[src/rtl/asl_pkg.sv]
// asl_pkg: shared types and constants of the assembly source lexer
// transfer payload structs, token type codes, default limits
// no dependencies
package asl_pkg;

    localparam int STRING_MAX_DEF = 254;
    localparam int IDENT_MAX_DEF  = 63;
    localparam int OUTQ_DEPTH     = 4;

    typedef enum logic [2:0] {
        TOK_NUM   = 3'd0,
        TOK_STR   = 3'd1,
        TOK_IDENT = 3'd2,
        TOK_LABEL = 3'd3,
        TOK_END   = 3'd4,
        TOK_ERR   = 3'd5
    } tok_type_t;

    typedef struct packed {
        logic [7:0] source_byte;
        logic       end_of_input;
    } asl_in_t;

    typedef struct packed {
        logic               kind;
        logic [2:0]         token_type;
        logic [7:0]         text_byte;
        logic signed [31:0] token_value;
        logic [23:0]        line_number;
        logic               was_truncated;
        logic               last_of_run;
    } asl_out_t;

    // results of one step, handed from the lexer core to the output queue
    typedef struct packed {
        logic [1:0] cnt;
        asl_out_t   r0;
        asl_out_t   r1;
    } asl_push_t;

endpackage

[src/rtl/asl_core.sv]
// asl_core: lexer state registers and the per-byte next-state logic
// produces up to two results per step
// depends on asl_pkg
module asl_core #(
    parameter int STRING_MAX = asl_pkg::STRING_MAX_DEF,
    parameter int IDENT_MAX  = asl_pkg::IDENT_MAX_DEF
) (
    input  logic               aclk,
    input  logic               aresetn,
    input  logic               step,
    input  asl_pkg::asl_in_t   in_data,
    output asl_pkg::asl_push_t push
);
    import asl_pkg::*;

    localparam logic [23:0] LINE_MAX = 24'hFFFFFF;

    typedef enum logic [3:0] {
        M_IDLE      = 4'd0,
        M_COMMENT   = 4'd1,
        M_CHR_OPEN  = 4'd2,
        M_CHR_ESC   = 4'd3,
        M_CHR_CLOSE = 4'd4,
        M_STR       = 4'd5,
        M_STR_ESC   = 4'd6,
        M_STR_SKIP  = 4'd7,
        M_IDENT     = 4'd8,
        M_NUM_SIGN  = 4'd9,
        M_NUM_ZERO  = 4'd10,
        M_NUM_DEC   = 4'd11,
        M_NUM_HEX   = 4'd12
    } mode_t;

    typedef struct packed {
        mode_t       mode;
        logic [31:0] acc;
        logic        neg;
        logic [7:0]  tlen;
        logic [3:0]  alias_trk;
        logic [23:0] cur_line;
        logic [23:0] start_line;
        logic [31:0] total;
        logic        err;
    } state_t;

    localparam state_t RESET_STATE = '{
        mode: M_IDLE, acc: 32'd0, neg: 1'b0, tlen: 8'd0, alias_trk: 4'd0,
        cur_line: 24'd1, start_line: 24'd1, total: 32'd0, err: 1'b0
    };

    function automatic logic is_alpha(input logic [7:0] c);
        return (c >= "A" && c <= "Z") || (c >= "a" && c <= "z");
    endfunction

    function automatic logic is_digit(input logic [7:0] c);
        return c >= "0" && c <= "9";
    endfunction

    function automatic logic is_ident(input logic [7:0] c);
        return is_alpha(c) || is_digit(c) || c == "_" || c == ".";
    endfunction

    function automatic logic [7:0] upper(input logic [7:0] c);
        return (c >= "a" && c <= "z") ? c - 8'd32 : c;
    endfunction

    function automatic asl_out_t mk(input logic k, input tok_type_t ty, input logic [7:0] tx,
                                    input logic [31:0] v, input logic [23:0] ln,
                                    input logic tr);
        asl_out_t r;
        r.kind          = k;
        r.token_type    = ty;
        r.text_byte     = tx;
        r.token_value   = v;
        r.line_number   = ln;
        r.was_truncated = tr;
        r.last_of_run   = 1'b0;
        return r;
    endfunction

    state_t state_reg, state_next;

    logic       [7:0]  b;
    logic       [7:0]  ub;
    logic       [3:0]  hexd;
    logic              hex_ok;
    logic       [31:0] num_val;
    tok_type_t         id_type;
    logic       [31:0] id_val;
    logic              pre_v, sec_v, tok_v, tok_tr, do_idle;
    tok_type_t         tok_ty;
    logic       [31:0] tok_val;
    asl_out_t          pre, sec;

    always_comb begin
        b       = in_data.source_byte;
        ub      = upper(b);
        num_val = state_reg.neg ? (32'd0 - state_reg.acc) : state_reg.acc;
        id_type = (state_reg.alias_trk >= 4'd8) ? TOK_NUM : TOK_IDENT;
        id_val  = (state_reg.alias_trk >= 4'd8) ? {29'd0, state_reg.alias_trk[2:0]} : 32'd0;
        hex_ok  = 1'b1;
        hexd    = 4'd0;
        if (is_digit(b)) begin
            hexd = b[3:0];
        end else if ((b >= "a" && b <= "f") || (b >= "A" && b <= "F")) begin
            hexd = b[3:0] + 4'd9;
        end else begin
            hex_ok = 1'b0;
        end
    end

    always_comb begin
        state_next = state_reg;
        pre_v      = 1'b0;
        pre        = '0;
        sec_v      = 1'b0;
        sec        = '0;
        tok_v      = 1'b0;
        tok_ty     = TOK_NUM;
        tok_val    = 32'd0;
        tok_tr     = 1'b0;
        do_idle    = 1'b0;

        if (in_data.end_of_input) begin
            if (!state_reg.err) begin
                case (state_reg.mode)
                    M_CHR_OPEN: begin
                        tok_v   = 1'b1;
                        tok_val = 32'hFFFFFFFF;
                    end
                    M_CHR_ESC, M_CHR_CLOSE: begin
                        tok_v   = 1'b1;
                        tok_val = state_reg.acc;
                    end
                    M_STR, M_STR_ESC: begin
                        tok_v  = 1'b1;
                        tok_ty = TOK_STR;
                    end
                    M_STR_SKIP: begin
                        tok_v  = 1'b1;
                        tok_ty = TOK_STR;
                        tok_tr = 1'b1;
                    end
                    M_IDENT: begin
                        tok_v   = 1'b1;
                        tok_ty  = id_type;
                        tok_val = id_val;
                    end
                    M_NUM_SIGN, M_NUM_ZERO, M_NUM_DEC, M_NUM_HEX: begin
                        tok_v   = 1'b1;
                        tok_val = num_val;
                    end
                    default: ;
                endcase
            end
        end else if (!state_reg.err) begin
            case (state_reg.mode)
                M_COMMENT: begin
                    if (b == 8'h0A) do_idle = 1'b1;
                end
                M_CHR_OPEN: begin
                    state_next.acc  = (b == "\\") ? 32'd92 : {24'd0, b};
                    state_next.mode = (b == "\\") ? M_CHR_ESC : M_CHR_CLOSE;
                end
                M_CHR_ESC: begin
                    if (b == "n") state_next.acc = 32'd10;
                    else if (b == "0") state_next.acc = 32'd0;
                    state_next.mode = M_CHR_CLOSE;
                end
                M_CHR_CLOSE: begin
                    tok_v   = 1'b1;
                    tok_val = state_reg.acc;
                end
                M_STR: begin
                    if (b == "\"") begin
                        tok_v  = 1'b1;
                        tok_ty = TOK_STR;
                    end else if (state_reg.tlen >= 8'(STRING_MAX)) begin
                        state_next.mode = M_STR_SKIP;
                    end else if (b == "\\") begin
                        state_next.mode = M_STR_ESC;
                    end else begin
                        state_next.tlen = state_reg.tlen + 8'd1;
                        pre_v = 1'b1;
                        pre   = mk(1'b0, TOK_STR, b, 32'd0, state_reg.start_line, 1'b0);
                    end
                end
                M_STR_ESC: begin
                    state_next.tlen = state_reg.tlen + 8'd1;
                    state_next.mode = M_STR;
                    pre_v = 1'b1;
                    pre   = mk(1'b0, TOK_STR,
                               (b == "n") ? 8'd10 : ((b == "t") ? 8'd9 : b),
                               32'd0, state_reg.start_line, 1'b0);
                end
                M_STR_SKIP: begin
                    if (b == "\"") begin
                        tok_v  = 1'b1;
                        tok_ty = TOK_STR;
                        tok_tr = 1'b1;
                    end
                end
                M_IDENT: begin
                    if (is_ident(b) && state_reg.tlen < 8'(IDENT_MAX)) begin
                        state_next.alias_trk = (state_reg.alias_trk == 4'd1 &&
                                                b >= "0" && b <= "7") ?
                                               {1'b1, b[2:0]} : 4'd0;
                        state_next.tlen = state_reg.tlen + 8'd1;
                        pre_v = 1'b1;
                        pre   = mk(1'b0, TOK_IDENT, ub, 32'd0, state_reg.start_line, 1'b0);
                    end else if (b == ":") begin
                        tok_v  = 1'b1;
                        tok_ty = TOK_LABEL;
                    end else begin
                        tok_v   = 1'b1;
                        tok_ty  = id_type;
                        tok_val = id_val;
                        do_idle = 1'b1;
                    end
                end
                M_NUM_SIGN, M_NUM_ZERO: begin
                    if (b == "0" && state_reg.mode == M_NUM_SIGN) begin
                        state_next.mode = M_NUM_ZERO;
                    end else if ((b == "x" || b == "X") && state_reg.mode == M_NUM_ZERO) begin
                        state_next.mode = M_NUM_HEX;
                        state_next.acc  = 32'd0;
                    end else if (is_digit(b)) begin
                        state_next.mode = M_NUM_DEC;
                        state_next.acc  = {28'd0, b[3:0]};
                    end else begin
                        tok_v   = 1'b1;
                        tok_val = num_val;
                        do_idle = 1'b1;
                    end
                end
                M_NUM_DEC: begin
                    if (is_digit(b)) begin
                        state_next.acc = (state_reg.acc << 3) + (state_reg.acc << 1)
                                         + {28'd0, b[3:0]};
                    end else begin
                        tok_v   = 1'b1;
                        tok_val = num_val;
                        do_idle = 1'b1;
                    end
                end
                M_NUM_HEX: begin
                    if (hex_ok) begin
                        state_next.acc = {state_reg.acc[27:0], hexd};
                    end else begin
                        tok_v   = 1'b1;
                        tok_val = num_val;
                        do_idle = 1'b1;
                    end
                end
                default: do_idle = 1'b1;
            endcase
        end

        if (tok_v) begin
            pre_v            = 1'b1;
            pre              = mk(1'b1, tok_ty, 8'd0, tok_val, state_reg.start_line, tok_tr);
            state_next.total = state_reg.total + 32'd1;
            state_next.mode  = M_IDLE;
        end

        if (in_data.end_of_input) begin
            sec_v = 1'b1;
            if (state_reg.err) begin
                sec = mk(1'b1, TOK_ERR, 8'd0, 32'd0, state_reg.cur_line, 1'b0);
            end else begin
                sec = mk(1'b1, TOK_END, 8'd0, state_next.total, state_reg.cur_line, 1'b0);
            end
            state_next = RESET_STATE;
        end else if (do_idle) begin
            state_next.mode       = M_IDLE;
            state_next.start_line = state_reg.cur_line;
            if (b == 8'h0A) begin
                if (state_reg.cur_line != LINE_MAX) begin
                    state_next.cur_line = state_reg.cur_line + 24'd1;
                end
            end else if (b == " " || (b >= 8'd9 && b <= 8'd13)) begin
                state_next.mode = M_IDLE;
            end else if (b == ";") begin
                state_next.mode = M_COMMENT;
            end else if (b == "'") begin
                state_next.mode = M_CHR_OPEN;
            end else if (b == "\"") begin
                state_next.mode = M_STR;
                state_next.tlen = 8'd0;
            end else if (is_alpha(b) || b == "_" || b == ".") begin
                state_next.mode      = M_IDENT;
                state_next.tlen      = 8'd1;
                state_next.alias_trk = (ub == "R") ? 4'd1 : 4'd0;
                sec_v = 1'b1;
                sec   = mk(1'b0, TOK_IDENT, ub, 32'd0, state_reg.cur_line, 1'b0);
            end else if (is_digit(b) || b == "-") begin
                state_next.neg = (b == "-");
                state_next.acc = 32'd0;
                if (b == "-") begin
                    state_next.mode = M_NUM_SIGN;
                end else if (b == "0") begin
                    state_next.mode = M_NUM_ZERO;
                end else begin
                    state_next.mode = M_NUM_DEC;
                    state_next.acc  = {28'd0, b[3:0]};
                end
            end else begin
                state_next.err = 1'b1;
                sec_v = 1'b1;
                sec   = mk(1'b1, TOK_ERR, 8'd0, 32'd0, state_reg.cur_line, 1'b0);
            end
        end
    end

    always_comb begin
        push = '0;
        if (step) begin
            if (pre_v) begin
                push.r0  = pre;
                push.r1  = sec;
                push.cnt = sec_v ? 2'd2 : 2'd1;
            end else begin
                push.r0  = sec;
                push.cnt = {1'b0, sec_v};
            end
            if (push.cnt == 2'd2) push.r1.last_of_run = 1'b1;
            else push.r0.last_of_run = 1'b1;
        end
    end

    always_ff @(posedge aclk) begin
        if (!aresetn) begin
            state_reg <= RESET_STATE;
        end else if (step) begin
            state_reg <= state_next;
        end
    end

endmodule

[src/rtl/asl_outq.sv]
// asl_outq: small result queue, takes up to two results per cycle, gives one
// flip-flop entries, registered head
// depends on asl_pkg
module asl_outq (
    input  logic               aclk,
    input  logic               aresetn,
    input  asl_pkg::asl_push_t push,
    output logic               room,
    output logic               m_valid,
    input  logic               m_ready,
    output asl_pkg::asl_out_t  m_data
);
    import asl_pkg::*;

    localparam int PW = $clog2(OUTQ_DEPTH);
    localparam int CW = $clog2(OUTQ_DEPTH + 1);

    asl_out_t          mem_reg [OUTQ_DEPTH];
    logic [PW-1:0]     wr_ptr_reg, wr_ptr_next;
    logic [PW-1:0]     rd_ptr_reg, rd_ptr_next;
    logic [CW-1:0]     count_reg, count_next;
    logic              pop;
    logic [PW-1:0]     wr_ptr_p1;

    assign m_valid   = (count_reg != '0);
    assign m_data    = mem_reg[rd_ptr_reg];
    assign pop       = m_valid && m_ready;
    assign room      = (count_reg <= CW'(OUTQ_DEPTH - 2));
    assign wr_ptr_p1 = wr_ptr_reg + PW'(1);

    always_comb begin
        wr_ptr_next = wr_ptr_reg + PW'(push.cnt);
        rd_ptr_next = rd_ptr_reg + PW'(pop);
        count_next  = count_reg + CW'(push.cnt) - CW'(pop);
    end

    always_ff @(posedge aclk) begin
        if (!aresetn) begin
            wr_ptr_reg <= '0;
            rd_ptr_reg <= '0;
            count_reg  <= '0;
        end else begin
            wr_ptr_reg <= wr_ptr_next;
            rd_ptr_reg <= rd_ptr_next;
            count_reg  <= count_next;
        end
    end

    always_ff @(posedge aclk) begin
        if (push.cnt != 2'd0) mem_reg[wr_ptr_reg] <= push.r0;
        if (push.cnt == 2'd2) mem_reg[wr_ptr_p1] <= push.r1;
    end

endmodule

[src/rtl/assembly_source_lexer_top.sv]
// assembly_source_lexer_top: streaming assembly source lexer
// input register, lexer core and result queue
// depends on asl_pkg, asl_core, asl_outq
//
// usage: source bytes enter on the s_ channel, one byte per transfer, with
// end_of_input marking the end of a source. results leave on the m_ channel,
// one per transfer: text characters of strings and identifiers (kind 0) and
// completed tokens (kind 1); last_of_run flags the final result of a byte.
// a byte is taken into the input register, lexed once the queue has two free
// entries, and its results registered in a four-entry queue whose head drives
// m_. one byte is accepted per cycle while each byte yields at most one
// result and m_ready stays high; a byte yielding two results needs two
// transfers on m_, since the queue has a single result port.
// when the receiver stalls, the queue fills and s_ready drops once fewer
// than two entries are free; nothing is lost. reset returns the lexer to
// idle at line one with a zero token count and empties the queue.
module assembly_source_lexer_top #(
    parameter int STRING_MAX = asl_pkg::STRING_MAX_DEF,
    parameter int IDENT_MAX  = asl_pkg::IDENT_MAX_DEF
) (
    input  logic              aclk,
    input  logic              aresetn,
    input  logic              s_valid,
    output logic              s_ready,
    input  asl_pkg::asl_in_t  s_data,
    output logic              m_valid,
    input  logic              m_ready,
    output asl_pkg::asl_out_t m_data
);
    import asl_pkg::*;

    asl_in_t   in_data_reg;
    logic      in_valid_reg;
    logic      room;
    logic      step;
    asl_push_t push;

    assign step    = in_valid_reg && room;
    assign s_ready = !in_valid_reg || step;

    always_ff @(posedge aclk) begin
        if (!aresetn) begin
            in_valid_reg <= 1'b0;
        end else if (s_ready) begin
            in_valid_reg <= s_valid;
        end
    end

    always_ff @(posedge aclk) begin
        if (s_ready && s_valid) in_data_reg <= s_data;
    end

    asl_core #(
        .STRING_MAX (STRING_MAX),
        .IDENT_MAX  (IDENT_MAX)
    ) u_core (
        .aclk    (aclk),
        .aresetn (aresetn),
        .step    (step),
        .in_data (in_data_reg),
        .push    (push)
    );

    asl_outq u_outq (
        .aclk    (aclk),
        .aresetn (aresetn),
        .push    (push),
        .room    (room),
        .m_valid (m_valid),
        .m_ready (m_ready),
        .m_data  (m_data)
    );

endmodule
[config.mk]
export PLATFORM = sky130hd
export DESIGN_NAME = assembly_source_lexer_top
export DESIGN_NICKNAME = d
export VERILOG_FILES = /design/src/rtl/asl_pkg.sv /design/src/rtl/asl_core.sv /design/src/rtl/asl_outq.sv /design/src/rtl/assembly_source_lexer_top.sv
export SDC_FILE = /design/constraint.sdc
export NUM_CORES = 1
export LEC_CHECK = 0
export BUFFER_PORTS_ARGS = -buffer_cell sky130_fd_sc_hd__buf_2
export CORE_MARGIN = 2
export CORE_UTILIZATION = 53
export CTS_BUF_LIST = sky130_fd_sc_hd__clkbuf_8
export DETAILED_ROUTE_END_ITERATION = 6
export PLACE_DENSITY = 0.66
export REMOVE_ABC_BUFFERS = 1
export SKIP_CTS_REPAIR_TIMING = 1
export SYNTH_ARGS = -nofsm -noshare
export SYNTH_HDL_FRONTEND = slang
export SYNTH_SLANG_ARGS = --single-unit
export TNS_END_PERCENT = 10
[constraint.sdc]
create_clock -name aclk -period 7.7 [get_ports aclk]
set_clock_uncertainty 0.2 [all_clocks]
set_input_delay 0.385 -clock aclk [delete_from_list [all_inputs] [get_ports aclk]]
set_output_delay 0.385 -clock aclk [all_outputs]
set_load 0.005 [all_outputs]
# Yosys cells after proc, flatten, opt, wreduce, memory -nomap -nowiden
# Memory sizes are Yosys's and may differ from the RTL's. A register that Yosys moved wholly into a read port is not among the register bits.
# Cells that the tools add are included.
# totals
ram_bits,280
n_memories,1
inputBits,13
out_inout_bits,72
elab_cells,290
reg_bits,147
# classes
n_eq_ne,43
reduce_logical,45
n_addsub,13
n_mux,158
n_lt_le_gt_ge,15
# memory_table
memory,words,word_bits,rd,rd_clocked_by_memory_dff,write_ports,line,source
u_outq.mem_reg,4,70,1,1,2,asl_outq.sv:18,asl_out_t mem_reg [OUTQ_DEPTH];
# ops
cell,n
$mux 70,14
$mux 32,18
$pmux 32 s5,2
$pmux 70 s3,1
$mux 67,3
$mux 97,2
$mux 72,2
$mux 142,1
$mux 45,3
$pmux 32 s4,1
$mux 36,3
$mux 4,17
$mux 68,1
$mux 33,2
$eq 8x6->1 const B,8
$mux 8,8
$eq 8x7->1 const B,7
$mux 1,56
$mux 49,1
$mux 24,2
$mux 37,1
$mux 12,3
$add 32x1->32 const B,1
$add 32x32->32,1
55 further kinds,116

# Logic depth before layout (Yosys ltp)
# logic_depth
ltp_word,22
ltp_mapped,20

# Modules after synthesis
# A second synthesis with hierarchy kept.
# unflattened
hier_cells,2781
hier_area_um2,28732.6
# modules_own_cells
module,cells_per_inst,area_per_inst_um2,seq_area_each_um2,n_inst
asl_core,2044,14511.4,2602.5,1
asl_outq,722,13885.8,8548.2,1
assembly_source_lexer_top,15,335.3,290.3,1

# Worst setup path after synthesis
# OpenSTA, ideal clock, no wires.
# synth_timing
path_type,register -> register
startpoint,reg in_data_reg[2] (netlist bit)
endpoint,"mem u_outq.mem_reg[3][0] (netlist bit), enable pin"
required_ps,6775
n_path_buf,4
t_arrival_ps,5470
setup_time_ps,725
setup_slack_ps,1305
stages_incl_launch_ff,18
cell_sequence,edfxtp_1 > clkbuf_1 > inv_1 > ha_1 > or4b_4 > o31ai_4 > o21ai_1 > o311ai_4 > a21oi_2 > nor2_8 > inv_2 > ha_1 > clkbuf_1 > o21ai_1 > or2_2 > clkbuf_1 > clkbuf_1 > nand2_1
# synth_rtl
item,line,source
start: declaration,assembly_source_lexer_top.sv:32,asl_in_t in_data_reg;
start signal: assignment,assembly_source_lexer_top.sv:50,if (s_ready && s_valid) in_data_reg <= s_data;
end: declaration,asl_outq.sv:18,

==> summary.log <==
INFO  floorplanning  dieWidth=229microns
INFO  synthesis      post_synth.cell_area_avg=9.38squm
INFO  placement      port_buffers=84
INFO  floorplanning  die_height=229microns
INFO  drt            via_count=24400
INFO  min_path       hp-class=in -> reg
INFO  setup_path     critical_path.max_stage_delay=0.71ns
INFO  grt            grt_overflow_total=0
INFO  drt            post_route_drc_violation_count=0
INFO  clocking       cts_inserted_buffers=74
INFO  clocking       cts-htree-levels=3
INFO  synthesis      yosys.area_share.xor_xnor=0.0274
INFO  synthesis      postSynth.asyncResetShare=0
INFO  grt            grt_util_met3=0.0725
INFO  setup_path     setup.reg_to_reg.worst_slack=1.60ns
INFO  run            max_cap_viol_count=0
INFO  synthesis      postSynthCellCount=2863
INFO  layout         layout.core_utilization=0.584
INFO  clocking       clock-sinks=427
INFO  grt            grt_busiest_layer=met2
INFO  layout         largest_register_ffs=280
INFO  grt            grt_max_degree=72
INFO  setup_path     critical_path_required=7.81ns
INFO  sta            worst_slew_pin_slew=1.16ns
INFO  sta            setup_viol_count_final=0
INFO  layout         final_design_area_no_fill=0.0293sqmm
INFO  synthesis      most_frequent_cells_after_synthesis=sky130_fd_sc_hd__nand2_1, sky130_fd_sc_hd__edfxtp_1, sky130_fd_sc_hd__o21ai_0, sky130_fd_sc_hd__a21oi_1, sky130_fd_sc_hd__nor2_1
INFO  pwr            powerDensity=204mW/mm^2
INFO  drt            firstDrtPassIters=7
INFO  drt            postRouteAntennaNets=0
INFO  synthesis      post-synth-top-area-fraction=0.319
INFO  sta            final.min_clock_period=6.10ns
INFO  drt            vias_per_cell=6.77
INFO  floorplanning  initial_core_util=0.536
INFO  grt            gr-usage-all-layers=0.337
INFO  floorplanning  num_io_pins=85
INFO  synthesis      synthesis.yosys.warnings=0
INFO  grt            grt_antenna_before_repair=2
INFO  layout         fillers=4382
INFO  layout         fin_nets=2965
INFO  synthesis      yosys_register_bits=427
INFO  setup_path     start_kind=flop
INFO  drt            route.detailed.wl_per_inst=25.0microns
INFO  sta            grt_setup_unrepaired=false
INFO  synthesis      netlist_top_cells_area=sky130_fd_sc_hd__edfxtp_1, sky130_fd_sc_hd__dfxtp_1, sky130_fd_sc_hd__mux4_2
INFO  synthesis      synth_enable_flop_cells=285
INFO  clocking       clkTransAtPathRegs=0.06ns
INFO  clocking       buffers_from_clock_root_to_sink_at_most=3
INFO  sta            max_freq=164MHz
INFO  setup_path     critPathTopFamily=compound AO/OA/AOI/OAI gates
INFO  setup_path     crit_chain=inv_1, ha_1, nand2_1, a2111oi_1, o21a_1, o31a_1, o211ai_1, a41oi_1, inv_1, ha_1, o21ai_1, or2_2, nand2_4, buf_4
INFO  drt            drt-initial-drc-count=2994
INFO  sta            min_period_over_period=0.792
INFO  sta            worst_hold_slack=0.0464ns
INFO  outcome        outcome=complete, no violations
INFO  setup_path     critical_path_peak_fanout=31
INFO  layout         synthToLayoutAreaGrowth=8.97%
INFO  setup_path     critPathArrivalTime=6.22ns
INFO  synthesis      mappedNetlistArea=0.0269sqmm
INFO  clocking       insertion_delay_of_the_later_clocked_pin_in_the_worst_skew_pair=0.68ns
INFO  layout         drive_above_1_share=0.138
INFO  floorplanning  die_area=0.0525sqmm
INFO  synthesis      basic_gate_share_of_the_synthesized_area_counting_and_or_nand_and_nor_cells=0.160
INFO  synthesis      synth_cell_types=110
INFO  setup_path     path_buf_inv=3
INFO  drt            drt_wl_total=90.2mm
INFO  floorplanning  core_area=0.0501sqmm
INFO  pwr            post-layout-total-power=5.98mW
INFO  placement      routabilityCongestion=0.967
INFO  synthesis      synth_seq_area_share=0.425
INFO  pwr            ir_drop=115uV
INFO  clocking       cts_tree=built
INFO  synthesis      muxShareOfSynthArea=0.0614
INFO  synthesis      synth_compound_gate_area_share=0.244
INFO  pwr            leakage=9.61nW
INFO  placement      postPlaceCellArea=0.0278sqmm
INFO  setup_path     worst_setup_path_category=reg -> reg
INFO  grt            grt_pass1_vias=23500
INFO  sta            totalNegativeSetupSlack=0ns
INFO  synthesis      yosys.area.top_type=sky130_fd_sc_hd__edfxtp_1
INFO  sta            final-max-slew-violation-count=0
INFO  clocking       root_buffer_cell=sky130_fd_sc_hd__clkbuf_8
INFO  synthesis      synth_adder_area_share=0.0390
INFO  placement      hpwl=59.6mm
INFO  grt            met1_usage=0.456
INFO  synthesis      main_combinational_cell_family_by_area_after_synthesis=compound AO/OA/AOI/OAI gates
INFO  setup_path     critPathCaptureType=flop
INFO  sta            timing.max_slew.rel_slack=0.226
INFO  setup_path     cp_slowest_cell=sky130_fd_sc_hd__edfxtp_1
INFO  floorplanning  fp-row-count=82
INFO  sta            timing_hold_violations_final=0
INFO  grt            grtUsageMet2=0.535
INFO  grt            grt_pass1_wl=138mm
INFO  synthesis      synthMostInstantiatedCell=sky130_fd_sc_hd__nand2_1
INFO  synthesis      synth_flop_cell=sky130_fd_sc_hd__edfxtp_1
==> final cells by class <==
cell class | count | area [sq um] | area share
sequential | 427 | 11400 | 0.390
multi-input combinational | 2143 | 14300 | 0.490
tap | 672 | 841 | 0.0287
clock inverter | 58 | 313 | 0.0107
clock buffer | 78 | 1070 | 0.0367
timing repair buffer | 164 | 1070 | 0.0366
inverter | 60 | 225 | 0.00770
antenna | 1 | 2.50 | 0.0000855
==> metrics by stage <==
step / setup slack, ns / std cells
6_report: 1.60 / 3603
3_3_place_gp: 1.82 / 3456
4_1_cts: 1.69 / 3592
5_1_grt: 1.23 / 3603
2_1_floorplan: 0.383 / 2630
3_5_place_dp: 1.70 / 3456
==> layout by cell type, fill, tap and decap left out, types with 20 or more instances in the layout <==
| cell type | count |
|---|---|
| sky130_fd_sc_hd__a21o_1 | 28 |
| sky130_fd_sc_hd__clkbuf_8 | 78 |
| sky130_fd_sc_hd__mux4_2 | 70 |
| sky130_fd_sc_hd__xor2_1 | 36 |
| sky130_fd_sc_hd__inv_1 | 92 |
| sky130_fd_sc_hd__nand3_1 | 64 |
| sky130_fd_sc_hd__nor2_1 | 188 |
| sky130_fd_sc_hd__o21ai_0 | 216 |
| sky130_fd_sc_hd__o31ai_1 | 42 |
| sky130_fd_sc_hd__buf_2 | 84 |
| sky130_fd_sc_hd__a21oi_1 | 197 |
| sky130_fd_sc_hd__a22oi_1 | 49 |
| sky130_fd_sc_hd__o22ai_1 | 146 |
| sky130_fd_sc_hd__nand2_1 | 349 |
| sky130_fd_sc_hd__and3_1 | 20 |
| sky130_fd_sc_hd__ha_1 | 79 |
| sky130_fd_sc_hd__xnor2_1 | 48 |
| sky130_fd_sc_hd__o21ai_1 | 73 |
| sky130_fd_sc_hd__a31oi_1 | 37 |
| sky130_fd_sc_hd__or3_1 | 39 |
| sky130_fd_sc_hd__dfxtp_1 | 140 |
| sky130_fd_sc_hd__buf_4 | 68 |
| sky130_fd_sc_hd__edfxtp_1 | 285 |
| sky130_fd_sc_hd__nand4_1 | 22 |
| sky130_fd_sc_hd__nor3_1 | 60 |
==> routing by layer <==
layer | vias to the layer above | wire, microns | part of all wire
li1 | 11000 | - | -
met1 | 11800 | 37400 | 0.41
met2 | 1362 | 41400 | 0.46
met3 | 241 | 8560 | 0.095
met4 | 2 | 2760 | 0.031
met5 | - | 13 | 0.00014
==> power by group <==
part | total (mW) | switching [mW] | internal, mW
Clock | 1.97 | 0.980 | 0.988
Combinational | 1.35 | 0.818 | 0.534
Sequential | 2.66 | 0.101 | 2.56
==> logic make-up (layout without fill, tap and decap cells) <==
group / after synthesis / count (layout)
adder cells (fa/ha/maj): 82 / 82
AND/OR/NAND/NOR: 887 / 887
other: 0 / 1
multiplexers: 77 / 77
XOR/XNOR: 84 / 84
AO/OA/AOI/OAI: 1013 / 1013
flip-flops: 427 / 427
buffers and inverters: 293 / 360
==> final timing paths <==
kind / from / end / cells after the start
worst max-delay path: in_data_reg[1]$_DFFE_PP_ / u_outq.mem_reg[2][58]$_DFFE_PP_ / 14
worst min-delay path: m_ready / u_outq.rd_ptr_reg[0]$_SDFF_PN0_ / 4
worst max register to register: in_data_reg[1]$_DFFE_PP_ / u_outq.mem_reg[2][58]$_DFFE_PP_ / 14
worst min register to register: u_outq.mem_reg[3][1]$_SDFFE_PP0P_ / u_outq.mem_reg[3][1]$_SDFFE_PP0P_ / 2
==> worst register-to-register path: cells and delay by family, from the launching register on <==
family | cells | cell delay, ns
compound gates | 6 | 2.04
fa+ha+maj | 2 | 0.93
simple gates | 3 | 0.94
flops | 1 | 0.71
buf+inv | 3 | 0.94
No activity file was read; power rests on OpenSTA's default activity.
